## config.mk

```make
export PLATFORM = sky130hd
export DESIGN_NAME = date_add_days_unit
export DESIGN_NICKNAME = d
export VERILOG_FILES = /design/src/rtl/dad_pkg.sv /design/src/rtl/dad_ctrl.sv /design/src/rtl/dad_datapath.sv /design/src/rtl/date_add_days_unit.sv
export SDC_FILE = /design/constraint.sdc
export NUM_CORES = 1
export LEC_CHECK = 0
export BUFFER_PORTS_ARGS = -buffer_cell sky130_fd_sc_hd__buf_2
export CORE_ASPECT_RATIO = 0.6
export CORE_UTILIZATION = 65
export CTS_CLUSTER_SIZE = 30
export DETAILED_ROUTE_END_ITERATION = 10
export HOLD_SLACK_MARGIN = 0.05
export PLACE_DENSITY = 0.84
export SETUP_SLACK_MARGIN = 0.2
export SLEW_MARGIN = 20
export SYNTH_ARGS = -nofsm -noshare
export SYNTH_HDL_FRONTEND = slang
export SYNTH_SLANG_ARGS = --single-unit
```

## constraint.sdc

```tcl
create_clock -name clk -period 10.9 [get_ports clk]
set_input_delay 1.635 -clock clk [delete_from_list [all_inputs] [get_ports clk]]
set_output_delay 1.635 -clock clk [all_outputs]
set_load 0.1 [all_outputs]
```

## src/rtl/dad_pkg.sv

```systemverilog
// ============================================================================
// dad_pkg
// Shared types, constants and the month length table for the date adder.
// ============================================================================
package dad_pkg;

  // Width of the day count input.
  localparam int NIGHTS_WIDTH = 10;

  // The remaining count can grow by up to two days in the first month step
  // when the start day lies beyond the end of its month.
  localparam int REMAIN_W = NIGHTS_WIDTH + 1;

  // Signed working width for the compare against the room left in a month.
  localparam int STEP_W = (NIGHTS_WIDTH + 2 > 8) ? NIGHTS_WIDTH + 2 : 8;

  // Year limits and the split of the year into a century and a year in century.
  localparam logic [13:0] YEAR_LIMIT      = 14'd9999;
  localparam logic [6:0]  LAST_IN_CENT    = 7'd99;

  // Reciprocal of 100 scaled by 2^22; exact for every 14-bit year.
  localparam logic [15:0] RECIP_100       = 16'd41944;
  localparam int          RECIP_SHIFT     = 22;

  // Month codes.
  localparam logic [3:0] MONTH_JAN = 4'd1;
  localparam logic [3:0] MONTH_FEB = 4'd2;
  localparam logic [3:0] MONTH_APR = 4'd4;
  localparam logic [3:0] MONTH_JUN = 4'd6;
  localparam logic [3:0] MONTH_SEP = 4'd9;
  localparam logic [3:0] MONTH_NOV = 4'd11;
  localparam logic [3:0] MONTH_DEC = 4'd12;

  // Controller states.
  typedef enum logic [2:0] {
    S_IDLE,
    S_DIVIDE,
    S_SPLIT,
    S_RUN,
    S_DONE
  } dad_state_t;

  // Commands from the controller to the datapath.
  typedef struct packed {
    logic load;
    logic divide;
    logic split;
    logic step;
  } dad_cmd_t;

  // Status from the datapath to the controller.
  typedef struct packed {
    logic finished;
  } dad_stat_t;

  // Number of days in a month, given whether the year is a leap year.
  function automatic logic [4:0] month_len(input logic [3:0] m, input logic leap);
    logic [4:0] len;
    case (m) inside
      MONTH_APR, MONTH_JUN, MONTH_SEP, MONTH_NOV: len = 5'd30;
      MONTH_FEB: len = leap ? 5'd29 : 5'd28;
      default: len = 5'd31;
    endcase
    return len;
  endfunction

endpackage

```

## src/rtl/dad_ctrl.sv

```systemverilog
// ============================================================================
// dad_ctrl
// Sequencer for the date adder: year split, month stepping and result strobe.
// ============================================================================
module dad_ctrl (
  input  logic              clk,
  input  logic              rst,
  input  logic              start,
  input  dad_pkg::dad_stat_t stat,
  output dad_pkg::dad_cmd_t  cmd,
  output logic              busy,
  output logic              done
);

  dad_pkg::dad_state_t state;
  dad_pkg::dad_state_t state_next;

  // State register.
  always_ff @(posedge clk) begin
    if (rst) begin
      state <= dad_pkg::S_IDLE;
    end else begin
      state <= state_next;
    end
  end

  // Next state and command decode.
  always_comb begin
    state_next = state;
    cmd        = '0;
    busy       = 1'b1;
    done       = 1'b0;
    unique case (state)
      dad_pkg::S_IDLE: begin
        busy = 1'b0;
        if (start) begin
          cmd.load   = 1'b1;
          state_next = dad_pkg::S_DIVIDE;
        end
      end
      dad_pkg::S_DIVIDE: begin
        cmd.divide = 1'b1;
        state_next = dad_pkg::S_SPLIT;
      end
      dad_pkg::S_SPLIT: begin
        cmd.split  = 1'b1;
        state_next = dad_pkg::S_RUN;
      end
      dad_pkg::S_RUN: begin
        if (stat.finished) begin
          state_next = dad_pkg::S_DONE;
        end else begin
          cmd.step = 1'b1;
        end
      end
      dad_pkg::S_DONE: begin
        done       = 1'b1;
        state_next = dad_pkg::S_IDLE;
      end
      default: begin
        state_next = dad_pkg::S_IDLE;
      end
    endcase
  end

endmodule

```

## src/rtl/dad_datapath.sv

```systemverilog
// ============================================================================
// dad_datapath
// Date registers, year split into century and year in century, and the
// one-month step unit.
// ============================================================================
module dad_datapath (
  input  logic                              clk,
  input  dad_pkg::dad_cmd_t                 cmd,
  input  logic [4:0]                        start_day,
  input  logic [3:0]                        start_month,
  input  logic [13:0]                       start_year,
  input  logic [dad_pkg::NIGHTS_WIDTH-1:0]  nights,
  output dad_pkg::dad_stat_t                stat,
  output logic [4:0]                        end_day,
  output logic [3:0]                        end_month,
  output logic [13:0]                       end_year,
  output logic                              year_overflow,
  output logic                              input_error
);

  logic [4:0]                    day;
  logic [3:0]                    month;
  logic [13:0]                   year;
  logic [dad_pkg::REMAIN_W-1:0]  remain;
  logic                          ovf;
  logic                          err;
  logic [7:0]                    quot;
  logic [6:0]                    y_lo;
  logic [7:0]                    y_hi;

  logic [29:0]                   prod;
  logic [14:0]                   cent_years;
  logic                          leap;
  logic [4:0]                    mlen;
  logic signed [6:0]             room;
  logic signed [dad_pkg::STEP_W-1:0] rem_x;
  logic signed [dad_pkg::STEP_W-1:0] room_x;
  logic signed [dad_pkg::STEP_W-1:0] rem_new;
  logic                          fits;

  // Century estimate by reciprocal multiply, and its times-100 by shifts.
  assign prod       = 30'(year) * 30'(dad_pkg::RECIP_100);
  assign cent_years = {1'b0, quot, 6'b0} + {2'b0, quot, 5'b0} + {5'b0, quot, 2'b0};

  // Gregorian leap rule from the year split: divisible by 4, and either not a
  // century year or a century divisible by 4.
  assign leap = (year[1:0] == 2'b00) && ((y_lo != 7'd0) || (y_hi[1:0] == 2'b00));

  // Room left in the current month and whether the remaining count fits.
  assign mlen    = dad_pkg::month_len(month, leap);
  assign room    = $signed({2'b00, mlen}) - $signed({2'b00, day});
  assign rem_x   = $signed(dad_pkg::STEP_W'(remain));
  assign room_x  = dad_pkg::STEP_W'(room);
  assign fits    = rem_x <= room_x;
  assign rem_new = rem_x - room_x - dad_pkg::STEP_W'(1);

  assign stat.finished = err || (remain == '0);

  // Load, split and month step.
  always_ff @(posedge clk) begin
    if (cmd.load) begin
      day    <= start_day;
      month  <= start_month;
      year   <= start_year;
      remain <= dad_pkg::REMAIN_W'(nights);
      ovf    <= 1'b0;
      err    <= (start_day == 5'd0) || (start_month == 4'd0) ||
                (start_month > dad_pkg::MONTH_DEC);
    end else if (cmd.divide) begin
      quot <= prod[dad_pkg::RECIP_SHIFT +: 8];
    end else if (cmd.split) begin
      y_lo <= 7'(15'(year) - cent_years);
      y_hi <= quot;
    end else if (cmd.step) begin
      if (fits) begin
        day    <= day + 5'(remain);
        remain <= '0;
      end else begin
        remain <= dad_pkg::REMAIN_W'(rem_new);
        day    <= 5'd1;
        if (month == dad_pkg::MONTH_DEC) begin
          month <= dad_pkg::MONTH_JAN;
          // Year increment with wrap past the last year.
          if (year >= dad_pkg::YEAR_LIMIT) begin
            year <= '0;
            ovf  <= 1'b1;
            y_lo <= '0;
            y_hi <= '0;
          end else begin
            year <= year + 14'd1;
            if (y_lo == dad_pkg::LAST_IN_CENT) begin
              y_lo <= '0;
              y_hi <= y_hi + 8'd1;
            end else begin
              y_lo <= y_lo + 7'd1;
            end
          end
        end else begin
          month <= month + 4'd1;
        end
      end
    end
  end

  assign end_day       = day;
  assign end_month     = month;
  assign end_year      = year;
  assign year_overflow = ovf;
  assign input_error   = err;

endmodule

```

## src/rtl/date_add_days_unit.sv

```systemverilog
// ============================================================================
// date_add_days_unit
// Gregorian date plus a count of days, stepped one month at a time.
// ============================================================================
// An item is taken when start is high and busy is low; one result follows,
// shown on the end_* ports, year_overflow and input_error for the single cycle
// in which done is high, and the receiver must take it then. After the
// accepting edge the sequencer passes through S_DIVIDE and S_SPLIT, which
// split the year into century and year in century, then S_RUN, where the
// month step unit takes one step for each month boundary crossed plus one
// more when the count ends inside a month, until S_RUN sees that the count
// is used up; S_DONE then shows the result. An invalid start date or a zero
// count takes no month step. busy stays high from the accepting edge
// through the done cycle, and the next item can be taken at the edge that
// ends the following cycle.
module date_add_days_unit (
  input  logic                              clk,
  input  logic                              rst,
  input  logic                              start,
  output logic                              busy,
  input  logic [4:0]                        start_day,
  input  logic [3:0]                        start_month,
  input  logic [13:0]                       start_year,
  input  logic [dad_pkg::NIGHTS_WIDTH-1:0]  nights,
  output logic                              done,
  output logic [4:0]                        end_day,
  output logic [3:0]                        end_month,
  output logic [13:0]                       end_year,
  output logic                              year_overflow,
  output logic                              input_error
);

  dad_pkg::dad_cmd_t  cmd;
  dad_pkg::dad_stat_t stat;

  // Sequencer.
  dad_ctrl u_ctrl (
    .clk   (clk),
    .rst   (rst),
    .start (start),
    .stat  (stat),
    .cmd   (cmd),
    .busy  (busy),
    .done  (done)
  );

  // Date registers and month step unit.
  dad_datapath u_dp (
    .clk           (clk),
    .cmd           (cmd),
    .start_day     (start_day),
    .start_month   (start_month),
    .start_year    (start_year),
    .nights        (nights),
    .stat          (stat),
    .end_day       (end_day),
    .end_month     (end_month),
    .end_year      (end_year),
    .year_overflow (year_overflow),
    .input_error   (input_error)
  );

  // An accepted item keeps the block busy on the next cycle.
  a_accept_busy: assert property (@(posedge clk) disable iff (rst)
    start && !busy |=> busy)
    else $error("block not busy after accepting an item");

  // After the result cycle the block is free again.
  a_done_release: assert property (@(posedge clk) disable iff (rst)
    done |=> !busy && !done)
    else $error("block still busy after the result cycle");

  // A valid start date always ends on a real month and a nonzero day.
  a_valid_result: assert property (@(posedge clk) disable iff (rst)
    done && !input_error |-> end_month >= dad_pkg::MONTH_JAN &&
                             end_month <= dad_pkg::MONTH_DEC &&
                             end_day != 5'd0)
    else $error("result date out of range");

  // An invalid start date never reports a year overflow.
  a_error_no_ovf: assert property (@(posedge clk) disable iff (rst)
    done && input_error |-> !year_overflow)
    else $error("overflow reported on an invalid start date");

endmodule

```

# Word level (Yosys, flattened, before mapping)
# Index checks and enable logic that the tools add are counted.
# totals
inputBits	36
regBits	62
elab_cells	123
output_inout_bits	27
# classes
bitwise_logic	4
eq_ne	17
n_mul	1
n_lt_le_gt_ge	3
n_reduce_logical	27
mux	49
addsub	11
# ops
cell	count
14-bit two-way mux	7
8-bit two-way mux	6
7-bit two-way mux	6
10-bit two-way mux	4
5-bit two-way mux	7
14-bit by 13-bit multiplier with 27-bit output, second input constant	1
4-bit two-way mux	6
14-bit by 1-bit adder with 14-bit output, second input constant	1
7-bit adder	2
14-bit greater-or-equal comparator, second input constant	1
4-bit equality test, second input constant	3
12-bit by 6-bit <= comparator with 1-bit output	1
3-bit one-hot mux with 4 select lines	1
6-bit AND reduction	2
11-bit logical NOT	1
11-bit two-way mux	1
11-bit by 2-bit subtractor with 11-bit output, second input constant	1
11-bit by 6-bit subtractor with 11-bit output	1
5-bit AND reduction	2
1-bit two-way mux	9
8-bit by 1-bit adder with 8-bit output, second input constant	1
4-bit by 3-bit equality test with 1-bit output, second input constant	2
2-bit inequality test, second input constant	4
2-bit nonzero test	4
26 further kinds	38

# Longest topological paths before layout
# Gate-level depths: netlist of run 1.
# depth
depth_word	14
mapped_depth	19

# By module
# A second synthesis of run 1 with hierarchy kept.
# unflattened
cells_unflattened	727
area_unflattened_um2	7210.7
# modules_own_cells
mod	cells_per_inst	seq_area_each_um2	instances	area_each_um2
dad_datapath	710	1481.4	1	7060.5
dad_ctrl	17	60.1	1	150.1

# Worst setup path after synthesis of run 1
# OpenSTA, ideal clock, no wires.
# synth_path
path_kind	flip-flop to flip-flop
startpoint	register u_dp.year[9], in the netlist u_dp.end_year[9]
endpoint	register u_dp.quot[3], data pin
setup_time_ns	0.259
required_ns	10.641
t_arrival_ns	4.820
stages_incl_launch_ff	15
setup_slack_ns	5.821
path_cell_list	edfxtp_1 -> fa_1 -> ha_1 -> inv_1 -> fa_1 -> inv_1 -> fa_1 -> fa_1 -> ha_1 -> a21oi_1 -> o21a_1 -> o21ai_0 -> o31ai_1 -> o21ai_0 -> xnor2_1
# synth_via
elab_chain_len	1
# synth_rtl
element	line	source
from (decl)	dad_datapath.sv:23	logic [13:0] year;
from (signal assigned)	dad_datapath.sv:64	year <= start_year;
from (signal assigned)	dad_datapath.sv:90	year <= year + 14'd1;
14-bit by 13-bit multiplier with 27-bit output	dad_datapath.sv:42	assign prod = 30'(year) * 30'(dad_pkg::RECIP_100);
via u_dp.prod[25]	dad_datapath.sv:31	logic [29:0] prod;
to (signal assigned)	dad_datapath.sv:70	quot <= prod[dad_pkg::RECIP_SHIFT +: 8];
to (decl)	dad_datapath.sv:27	logic [7:0] quot;
# The timed path passes the listed nets, and every way through them passes these cells.
# A chain may end at the register's enable or synchronous reset.

# Worst setup path after layout of run 1
# layout_path
startpoint	register u_dp.y_lo[0]
endpoint	register u_dp.year[11], in the netlist u_dp.end_year[11], enable pin
# layout_via
elab_chain_len	10
# layout_rtl
element	line	source
from (decl)	dad_datapath.sv:28	logic [6:0] y_lo;
from (signal assigned)	dad_datapath.sv:72	y_lo <= 7'(15'(year) - cent_years);
from (signal assigned)	dad_datapath.sv:95	y_lo <= y_lo + 7'd1;
7-bit nonzero test	dad_datapath.sv:47	assign leap = (year[1:0] == 2'b00) && ((y_lo != 7'd0) || (y_hi[1:0] == 2'b00));
1-bit logical OR	dad_datapath.sv:47	
1-bit logical AND	dad_datapath.sv:47	
1-bit two-way mux	dad_pkg.sv:61	MONTH_FEB: len = leap ? 5'd29 : 5'd28;
5-bit two-way mux (2 in a row)	dad_pkg.sv:59	case (m) inside
5-bit by 5-bit subtractor with 6-bit output	dad_datapath.sv:51	assign room = $signed({2'b00, mlen}) - $signed({2'b00, day});
12-bit by 6-bit <= comparator with 1-bit output	dad_datapath.sv:54	assign fits = rem_x <= room_x;
2-bit inequality test (no line)	n/a	
5-bit AND reduction (no line)	n/a	
# Every way passes these cells.

==> flow_summary.ini, run 1 <==
[synth]
number_of_enable_flip_flop_cells_after_synthesis = 48
synth_commonest_cells = inv_1 (141), ha_1 (138), fa_1 (65), nand2_1 (56), edfxtp_1 (48)
synth_most_common_cell = inv_1
seq_area_frac_synth = 0.220
synth_simple_gate_area_share = 0.0914
yosysUniqueCellTypes = 53
synth_compound_area_frac = 0.107
netlist.area_leader.share = 0.247
mappedNetlistArea_um2 = 7000
asyncSetResetFlopFracSynth = 0
synth.area.top_cells = ha_1 (25%), edfxtp_1 (21%), fa_1 (19%)
syn-num-nets = 938
synthXorXnorAreaFrac = 0.0588
post_synth_inst_count = 699
synth_ff_type = edfxtp_1
yosys-mux-area-fraction = 0.00858
synth.largest_area_cell = ha_1
synth.avg_cell_area_um2 = 10.0
synth-warning-count = 0
synth.ff_latch_count = 53
dominant_combinational_cell_family_by_area_after_synthesis = adder cells
synth_adder_area_share = 0.433

[clock_tree]
clkLatencyLatePin_ps = 300
holdBufCountCts = 0
clockRootBuffer = clkbuf_16
cts.repair.resized = 0
cts_setup_buffers = 0
cts-root-to-sink-buffers = 2
cts-htree-levels = 2
cts_tree = built
cts-buffers-inserted = 5
cts.reportedPaths.clkPinSlew_ps = 80
clock_sinks = 53

[worst_setup_path]
critical_path.startpoint_type = flop
cp_data_arrival_time_ps = 5050
classification_of_the_worst_setup_path = flop to flop
end_kind = flop
req_time_crit_path_ps = 10770
worst-path-stages = 19
worst-r2r-setup-slack_ps = 5720
worst_r2r_path_depth = 19
cp_top_family = simple AND/OR/NAND/NOR gates
timing.critical_path.buf_inv = 2
timing.critical_path.fanout_max = 14
timing.critical_path.slowest_cell_delay_ps = 510
timing.critical_path.slowest_stage_cell = nand2_1
worstPathCellList = inv_1 -> ha_1 -> nor4b_1 -> nand2_1 -> nand2_1 -> a211oi_1 -> a21oi_1 -> ha_1 -> nor2b_1 -> nor3b_1 -> and3_1 -> inv_1 -> ha_1 -> a21oi_1 -> o21ai_0 -> a21o_1 -> a21oi_2 -> mux2i_1 -> nand2_1

[detailed_routing]
wl_per_cell_um = 19.9
initialDrtViolationCount = 586
via_per_inst = 6.12
drt_pass1_iterations = 6
drt_drc_violations_left = 0
routed-via-count = 5493
routed_wl_um = 17900
final_antenna_net_count = 0

[place]
pre_cts_slack_ps = 5780
routabilityCongestion = 0.972
dp_hpwl_um = 14500
numPortBuffers = 62

[sta]
finalHoldViolations = 0
fmax_mhz = 193
fin_worst_skew_ps = 10.4
fin_crit_sh = 0.475
timing.final.max_slew_violations = 0
setup_tns_ps = 0
setup-violations-final = 0
max_slew.worst_pin.slew_ps = 787
timing.slew.headroom = 0.475
setup_slack_ps = 5720
layout_min_cycle_time_ps = 5180
rsz0062_at_grt = false

[floorplanning]
floorplan.initialDensity = 0.689
pin_count = 63
die_width_um = 136
core_region_area_um2 = 10200
core.rowCount = 28
chipHeight_um = 82.4
fp.dieArea_um2 = 11200

[power_and_ir_drop]
power.ir.vdd_worst_mv = 0.194
cellLeakagePower_nw = 3.71
power.density_nw_per_um2 = 322

[global_route]
grt_pass1_vias = 5413
overall_fraction_of_global_route_tracks_in_use = 0.343
globalRouteOverflowTotal = 0
grt_first_pass_wirelength_um = 28700
grt_antenna_before_repair = 0
grt_start_max_net_pins = 51

[hold_path]
hold_path_cell_cnt = 2
holdCritPathClass = flop to flop

[outcome]
outcome = finished clean

[layout]
flow.area_growth_from_synthesis_pct = 8.62
diodes = 0
sequential_cell_area_um2 = 1540
multiInputGateArea_um2 = 4890
finalNetCount = 1000
final_layout_size_suffix_gt1_frac = 0.112
filler_cells_inserted = 715

[run]
max_cap_violations = 0
[state kept, by name, indices dropped and copies added, names as in the netlist]
register / count
u_dp.remain: 11
u_dp.input_error: 1
u_dp.year_overflow: 1
u_dp.end_month: 4
u_dp.end_day: 5
u_dp.quot: 5
u_dp.y_hi: 2
u_dp.y_lo: 7
u_ctrl.state: 3
u_dp.end_year: 14
[cell families after synthesis]
logic type,count (synthesis)
AOI/OAI and AO/OA,110
muxes,5
buffers and inverters,151
adders and majority gates,203
and+or+nand+nor,130
DFF,53
xor gates and xnor gates,47
[per-layer routing]
metal,vias to the layer above,track usage,routed length [um]
met5,-,0,0
met4,0,0.0556,199
met3,35,0.0928,2160
met2,357,0.511,7530
met1,2619,0.506,7980
li1,2482,-,-
[cell usage in the layout, fill, tap and decap left out, types with 4 or more instances in the layout]
master / Yosys / routed
xnor2_1: 33 / 33
clkbuf_16: 0 / 5
fa_1: 65 / 65
inv_1: 141 / 141
dfxtp_1: 5 / 5
a21oi_1: 27 / 27
xor2_1: 14 / 14
o21ai_0: 18 / 18
ha_1: 138 / 138
a22o_1: 8 / 8
nand2_1: 56 / 56
nand4_1: 4 / 4
o22ai_1: 7 / 7
nand3_1: 13 / 13
buf_2: 0 / 62
nor2_1: 18 / 18
edfxtp_1: 48 / 48
nor3_1: 11 / 11
nor4_1: 5 / 5
and3_1: 4 / 4
o31ai_1: 16 / 16
a21o_1: 4 / 4
[worst paths after layout]
check	from	to
worst min register to register	u_dp.year_overflow$_SDFFE_PP0P_	u_dp.year_overflow$_SDFFE_PP0P_
worst max register to register	u_dp.y_lo[0]$_DFFE_PP_	u_dp.end_year[11]$_DFFE_PP_
worst max-delay path	u_dp.y_lo[0]$_DFFE_PP_	u_dp.end_year[11]$_DFFE_PP_
worst min-delay path	u_dp.year_overflow$_SDFFE_PP0P_	u_dp.year_overflow$_SDFFE_PP0P_
[stage by stage]
stage          cells  hold slack, ps  utilization  instance area, um2  power [mW]
6_report         897             507        0.748                7600        2.45
5_1_grt          897             521        0.748                7600        2.71
4_1_cts          897             499        0.748                7600        2.43
3_5_place_dp     889             489        0.734                7450        2.24
3_3_place_gp     889             501        0.734                7450        2.10
2_1_floorplan    699             474            -                7000        1.76
[power breakdown]
| group | internal, mW | switching, mW |
|---|---|---|
| registers | 0.305 | 0.0630 |
| logic | 0.789 | 1.13 |
| clock network | 0.0859 | 0.0808 |
[layout make-up]
cell class,count,area share
timing repair buffer,64,0.0428
multi-input combinational,495,0.643
sequential,53,0.203
clock inverter,3,0.00280
tap,135,0.0222
inverter,142,0.0701
clock buffer,5,0.0165
[worst reg2reg max path, stage by stage, from the launching register on]
cell      delay, ps
edfxtp_1        460
inv_1            90
ha_1            140
nor4b_1         260
nand2_1         100
nand2_1          80
a211oi_1         80
a21oi_1         240
ha_1            240
nor2b_1          60
nor3b_1         330
and3_1          320
inv_1           210
ha_1            420
a21oi_1         220
o21ai_0         130
a21o_1          200
a21oi_2         280
mux2i_1         370
nand2_1         510
Note: power is estimated with default switching activity, not from simulation.
==> run 2: changes to the inputs <==
--- a/config.mk
+++ b/config.mk
@@ -5,13 +5,14 @@
 export SDC_FILE = /design/constraint.sdc
 export NUM_CORES = 1
 export LEC_CHECK = 0
+export ABC_AREA = 1
 export BUFFER_PORTS_ARGS = -buffer_cell sky130_fd_sc_hd__buf_2
 export CORE_ASPECT_RATIO = 0.6
-export CORE_UTILIZATION = 65
+export CORE_UTILIZATION = 56
 export CTS_CLUSTER_SIZE = 30
 export DETAILED_ROUTE_END_ITERATION = 10
 export HOLD_SLACK_MARGIN = 0.05
-export PLACE_DENSITY = 0.84
+export PLACE_DENSITY = 0.76
 export SETUP_SLACK_MARGIN = 0.2
 export SLEW_MARGIN = 20
 export SYNTH_ARGS = -nofsm -noshare
==> constraint.sdc (replaced) <==
create_clock -name clk -period 4.3 [get_ports clk]
set_input_delay 0.645 -clock clk [delete_from_list [all_inputs] [get_ports clk]]
set_output_delay 0.645 -clock clk [all_outputs]
set_load 0.1 [all_outputs]
==> run 2 against run 1 <==
Against the previous run: cell area is 18% higher; worst setup slack worse by 5700 ps; via count is 12% higher; first-iteration DRC count is 13% lower; core utilization is 5.0 points lower; largest cell class unchanged; maximum frequency is 21% higher; non-clock buffer count is 60 higher; sequential share of layout area is 3.1 points lower; clock skew is 2.5 ps lower; cell count is 28% higher; global-route usage is 4.4 points lower; synthesized cell count is 21% higher.
==> flow_summary.ini, run 2 <==
[hold_path]
hold_path_cell_cnt = 2
holdPathEnd = u_dp.year_overflow$_SDFFE_PP0P_
holdCritPathClass = flop to flop
worstHoldStart = u_dp.year_overflow$_SDFFE_PP0P_

[sta]
finalHoldViolations = 0
max_slew.worst_pin.slew_ps = 511
fin_worst_skew_ps = 7.90
timing.final.max_slew_violations = 0
fin_crit_sh = 0.995
layout_min_cycle_time_ps = 4280
rsz0062_at_grt = true
setup-violations-final = 0
fmax_mhz = 234
timing.slew.headroom = 0.662

[layout]
diodes = 0
final_layout_size_suffix_gt1_frac = 0.220
finish.utilization = 0.698
layout_commonest_cell = inv_1
finalNetCount = 1212
max_ffs_per_register = 14
most-common-layout-cells = inv_1 (170), nand2_1 (140), ha_1 (117), buf_2 (62), fa_1 (56)
flow.area_growth_from_synthesis_pct = 21.4

[place]
numPortBuffers = 62
routabilityCongestion = 0.949
dp_hpwl_um = 15200

[detailed_routing]
via_per_inst = 5.37
initialDrtViolationCount = 510
drt_drc_violations_left = 0
routed-via-count = 6142
final_antenna_net_count = 0
drt_pass1_iterations = 5
routed_wl_um = 19800
wl_per_cell_um = 17.3

[synth]
asyncSetResetFlopFracSynth = 0
syn-num-nets = 1088
yosysUniqueCellTypes = 40
post_synth_inst_count = 849
synth_commonest_cells = inv_1 (183), nand2_1 (144), ha_1 (138), fa_1 (65), edfxtp_1 (48)
synth_ff_type = edfxtp_1
netlist.area_leader.share = 0.233
synth_most_common_cell = inv_1
seq_area_frac_synth = 0.208
number_of_enable_flip_flop_cells_after_synthesis = 48
synth.largest_area_cell = ha_1
synth.avg_cell_area_um2 = 8.73
mappedNetlistArea_um2 = 7410
synth.ff_latch_count = 53
synth-warning-count = 0
synth.area.top_cells = ha_1 (23%), edfxtp_1 (19%), fa_1 (18%)

[worst_setup_path]
worst_r2r_path_depth = 13
end_kind = flop
worst_r2r_endpoint = u_dp.quot[3]$_DFFE_PP_
timing.critical_path.slowest_cell_delay_ps = 580
critical_path.startpoint_type = flop
timing.critical_path.slowest_stage_cell = fa_1
rr_startpoint = u_dp.end_year[11]$_DFFE_PP_
req_time_crit_path_ps = 4350
cp-startpoint = u_dp.end_year[11]$_DFFE_PP_
worstPathCellList = buf_6 -> buf_6 -> fa_2 -> ha_4 -> fa_1 -> fa_1 -> fa_1 -> ha_4 -> a21oi_4 -> nor3_4 -> a211oi_2 -> nand3_1 -> xor2_1
cp_data_arrival_time_ps = 4330
timing.critical_path.fanout_max = 4
classification_of_the_worst_setup_path = flop to flop
worst-r2r-setup-slack_ps = 20
timing.critical_path.mode_cell = fa_1

[clock_tree]
clkLatencyLatePin_ps = 300
cts.reportedPaths.clkPinSlew_ps = 80
cts-htree-levels = 2
clock_sinks = 53
clockRootBuffer = clkbuf_16
cts_tree = built
cts-root-to-sink-buffers = 2
cts-buffers-inserted = 5

[floorplanning]
die_width_um = 151
core.rowCount = 32
pin_count = 63
chipHeight_um = 91.1
core_region_area_um2 = 12900
floorplan.initialDensity = 0.575
fp.dieArea_um2 = 13700

[global_route]
grt_antenna_before_repair = 0
globalRouteOverflowTotal = 0
grt_start_max_net_pins = 42
grt_pass1_vias = 5890
grt_first_pass_wirelength_um = 31200
overall_fraction_of_global_route_tracks_in_use = 0.300

[outcome]
outcome = finished clean

[run]
max_cap_violations = 0
==> run 2: cell types whose count changed after synthesis, moves of 7 or more <==
| cell | previous run | this run |
|---|---|---|
| nor2_1 | 18 | 39 |
| a22o_1 | 8 | 0 |
| nand2_1 | 56 | 144 |
| xnor2_1 | 33 | 20 |
| nand3_1 | 13 | 38 |
| xor2_1 | 14 | 22 |
| clkbuf_1 | 8 | 1 |
| inv_1 | 141 | 183 |
==> run 2: logic make-up (layout without fill, tap and decap cells) <==
group           after synthesis  in the layout  synth area share
simple gates                256            256             0.150
fa+ha+maj                   203            203             0.409
buf+inv                     194            319             0.100
flops                        53             53             0.208
xor+xnor                     42             42            0.0496
compound gates              101            101            0.0839
==> run 2: final cells by class <==
| type | instances | area, um2 |
|---|---|---|
| well taps | 170 | 213 |
| clock buffers | 7 | 154 |
| clock inverters | 1 | 8.76 |
| repair buffers | 124 | 818 |
| flip-flops and latches | 53 | 1540 |
| inverters | 187 | 704 |
| multi-input cells | 602 | 5560 |
| fillers | 974 | 3890 |
==> run 2: timing repair <==
item / in CTS / in global routing
setup buffers: 26 / 8
pin swaps: 47 / 24
resized for setup: 37 / 32
setup endpoints to repair: 5 / 37
hold buffers: 0 / 0
gates cloned: 0 / 0
==> run 2: routing by layer <==
metal | GRT usage | share of wire | up-vias
li1 | - | - | 2989
met1 | 0.482 | 0.50 | 2918
met2 | 0.416 | 0.41 | 227
met3 | 0.0663 | 0.082 | 8
met4 | 0.0261 | 0.0047 | 0
met5 | 0 | 0 | -
==> run 2: worst max-delay path: cells and delay by family, from the launching register on <==
kind	cells	cell delay, ps
buffers and inverters	2	270
AO/OA/AOI/OAI	2	440
AND/OR/NAND/NOR	2	170
XOR/XNOR	1	150
flip-flops	1	460
adder cells (fa/ha/maj)	6	2530
==> run 2: metrics by stage <==
stage	TNS [ps]	instances	setup slack [ps]	area, um2	hold WS (ps)
floorplan	-1770	849	-395	7500	482
global placement	-5.21	1102	-5.21	8210	463
detailed placement	-147	1102	-147	8210	468
finish	0	1144	20.6	9000	481
global route	-366	1144	-132	9000	525
CTS	0	1136	80.7	8780	479
==> run 2: worst max-delay path by stage <==
stage,endpoint,depth (start not counted)
6_report,u_dp.quot[3]$_DFFE_PP_,13
3_3_place_gp,u_dp.quot[3]$_DFFE_PP_,15
3_5_place_dp,u_dp.quot[3]$_DFFE_PP_,15
2_1_floorplan,u_dp.quot[3]$_DFFE_PP_,13
4_1_cts,u_dp.quot[3]$_DFFE_PP_,14
5_1_grt,u_dp.quot[3]$_DFFE_PP_,13
Power of run 2 is not shown: default switching activity piles up to over one toggle a cycle in this logic, so the estimate is an artifact.
==> run 3: changes to the inputs <==
--- a/config.mk
+++ b/config.mk
@@ -12,7 +12,7 @@
 export CTS_CLUSTER_SIZE = 30
 export DETAILED_ROUTE_END_ITERATION = 10
 export HOLD_SLACK_MARGIN = 0.05
-export PLACE_DENSITY = 0.76
+export PLACE_DENSITY = 0.8
 export SETUP_SLACK_MARGIN = 0.2
 export SLEW_MARGIN = 20
 export SYNTH_ARGS = -nofsm -noshare
==> run 3 against run 2 <==
Against the previous run: the flow now finishes with violations (negative setup slack); routed wire length rose by 7.1%; via count rose by 4.5%; first-iteration DRC count rose by 19%; core utilization rose by 0.82 points; non-clock buffer count rose by 11; cell count rose by 0.96%; flip-flop and latch count did not move; critical path depth rose by 9; sequential share of layout area fell by 0.20 points; global-route usage fell by 0.52 points; cell area rose by 1.2%.
==> flow_summary.ini, run 3 (synthesis results as in run 2) <==
[worst_setup_path]
timing.critical_path.slowest_stage_cell = fa_1
critical_path.startpoint_type = flop
timing.critical_path.slowest_cell_delay_ps = 570
worstPathCellList = buf_6 -> buf_6 -> ha_4 -> inv_2 -> fa_1 -> fa_1 -> inv_2 -> ha_4 -> inv_2 -> fa_1 -> inv_2 -> ha_4 -> nand2_1 -> nand2_1 -> a31oi_1 -> nand2_1 -> nand3_2 -> nand2_2 -> nand2_2 -> nand2_1 -> nand2_1 -> nand2_1
worst_r2r_endpoint = u_dp.quot[4]$_DFFE_PP_
classification_of_the_worst_setup_path = flop to flop
req_time_crit_path_ps = 4360
timing.critical_path.mode_cell = nand2_1
worst_r2r_path_depth = 22
worst-r2r-setup-slack_ps = -110
timing.critical_path.fanout_max = 4
rr_startpoint = u_dp.end_year[5]$_DFFE_PP_
cp_data_arrival_time_ps = 4470
end_kind = flop

[detailed_routing]
wl_per_cell_um = 18.4
via_per_inst = 5.56
drt_drc_violations_left = 0
initialDrtViolationCount = 608
drt_pass1_iterations = 5
routed-via-count = 6419
routed_wl_um = 21200
final_antenna_net_count = 0

[layout]
filler_cells_inserted = 950
final_layout_size_suffix_gt1_frac = 0.245
finish.utilization = 0.706
flow.area_growth_from_synthesis_pct = 22.8
diodes = 0
layout_commonest_cell = inv_1
most-common-layout-cells = inv_1 (166), nand2_1 (136), ha_1 (113), buf_2 (62), buf_4 (61)
finalNetCount = 1223
max_ffs_per_register = 14

[clock_tree]
cts.reportedPaths.clkPinSlew_ps = 80
cts-buffers-inserted = 5
clock_sinks = 53
cts-root-to-sink-buffers = 2
clockRootBuffer = clkbuf_16
clkLatencyLatePin_ps = 300
cts-htree-levels = 2
holdBufCountCts = 0
cts_tree = built

[global_route]
globalRouteOverflowTotal = 0
met2_usage = 0.394
grt_start_max_net_pins = 42
groute.layer.met1.usage = 0.468
grt.met3_usage = 0.0819
overall_fraction_of_global_route_tracks_in_use = 0.294
grt_first_pass_wirelength_um = 30400
grt_pass1_vias = 5830
grt_antenna_before_repair = 0
grt.busiest_layer = met1

[hold_path]
holdCritPathClass = flop to flop
worstHoldStart = u_dp.year_overflow$_SDFFE_PP0P_
holdPathEnd = u_dp.year_overflow$_SDFFE_PP0P_
hold_path_cell_cnt = 2

[floorplanning]
core_region_area_um2 = 12900
pin_count = 63
fp.dieArea_um2 = 13700
die_width_um = 151
core.rowCount = 32
floorplan.initialDensity = 0.575
chipHeight_um = 91.1

[sta]
timing.final.max_slew_violations = 0
fmax_mhz = 227
final_hold_slack_ps = 455
setup-violations-final = 5
layout_min_cycle_time_ps = 4410
finalHoldViolations = 0
max_slew.worst_pin.slew_ps = 522
timing.slew.headroom = 0.654
rsz0062_at_grt = true
fin_crit_sh = 1.03
fin_worst_skew_ps = 9.00
setup_slack_ps = -112

[place]
numPortBuffers = 62
routabilityCongestion = 0.980
dp_hpwl_um = 15800

[outcome]
failed_checks = negative setup slack
outcome = finished with violations

[run]
max_cap_violations = 0
## run 3: changes by cell type in the layout (fill, tap and decap cells not counted), sizes merged
cell | before | now
inv | 185 | 184
bufinv | 0 | 1
clkbuf | 7 | 6
clkinvlp | 0 | 1
buf | 124 | 135
## run 3: metrics by stage
step | TNS, ps | instance area [um2] | worst slack [ps] | instances
finish | -248 | 9100 | -112 | 1155
global route | -708 | 9100 | -171 | 1155
CTS | 0 | 8540 | 54.1 | 1124
detailed placement | -124 | 8210 | -71.5 | 1102
global placement | 0 | 8210 | 52.3 | 1102
floorplan | -1770 | 7500 | -395 | 849
## run 3: worst max-delay path by stage
stage                                        end                        start  cells past startpoint
after floorplan           u_dp.quot[3]$_DFFE_PP_  u_dp.end_year[11]$_DFFE_PP_                     13
after global placement    u_dp.quot[3]$_DFFE_PP_  u_dp.end_year[10]$_DFFE_PP_                     16
after detailed placement  u_dp.quot[3]$_DFFE_PP_   u_dp.end_year[4]$_DFFE_PP_                     17
after CTS                 u_dp.quot[3]$_DFFE_PP_   u_dp.end_year[7]$_DFFE_PP_                     15
after global routing      u_dp.quot[4]$_DFFE_PP_   u_dp.end_year[5]$_DFFE_PP_                     22
final                     u_dp.quot[4]$_DFFE_PP_   u_dp.end_year[5]$_DFFE_PP_                     22
## run 3: critical path: cells and delay by family, from the launching register on
| kind | cells | cell delay [ps] |
|---|---|---|
| flops | 1 | 490 |
| fa+ha+maj | 6 | 2390 |
| buf+inv | 6 | 480 |
| simple gates | 9 | 630 |
| compound gates | 1 | 170 |
## run 3: per-layer routing
layer | up-vias | part of all wire
met4 | 0 | 0.012
met3 | 31 | 0.11
li1 | 3019 | -
met5 | - | 0
met2 | 314 | 0.43
met1 | 3055 | 0.45
## run 3: cell type report
class	instances	area [um2]	share of cell area
multi-input cells	602	5560	0.611
flip-flops and latches	53	1540	0.169
repair buffers	135	912	0.100
inverters	187	706	0.0775
well taps	170	213	0.0234
clock buffers	6	129	0.0142
clock inverters	2	38.8	0.00426
## run 3: timing repair
action | 4_1_cts | 5_1_grt
buffers inserted | 14 | 31
pin swaps | 8 | 53
setup endpoints to repair | 35 | 41
resized for setup | 8 | 74
Power of run 3 is left out for the same reason.
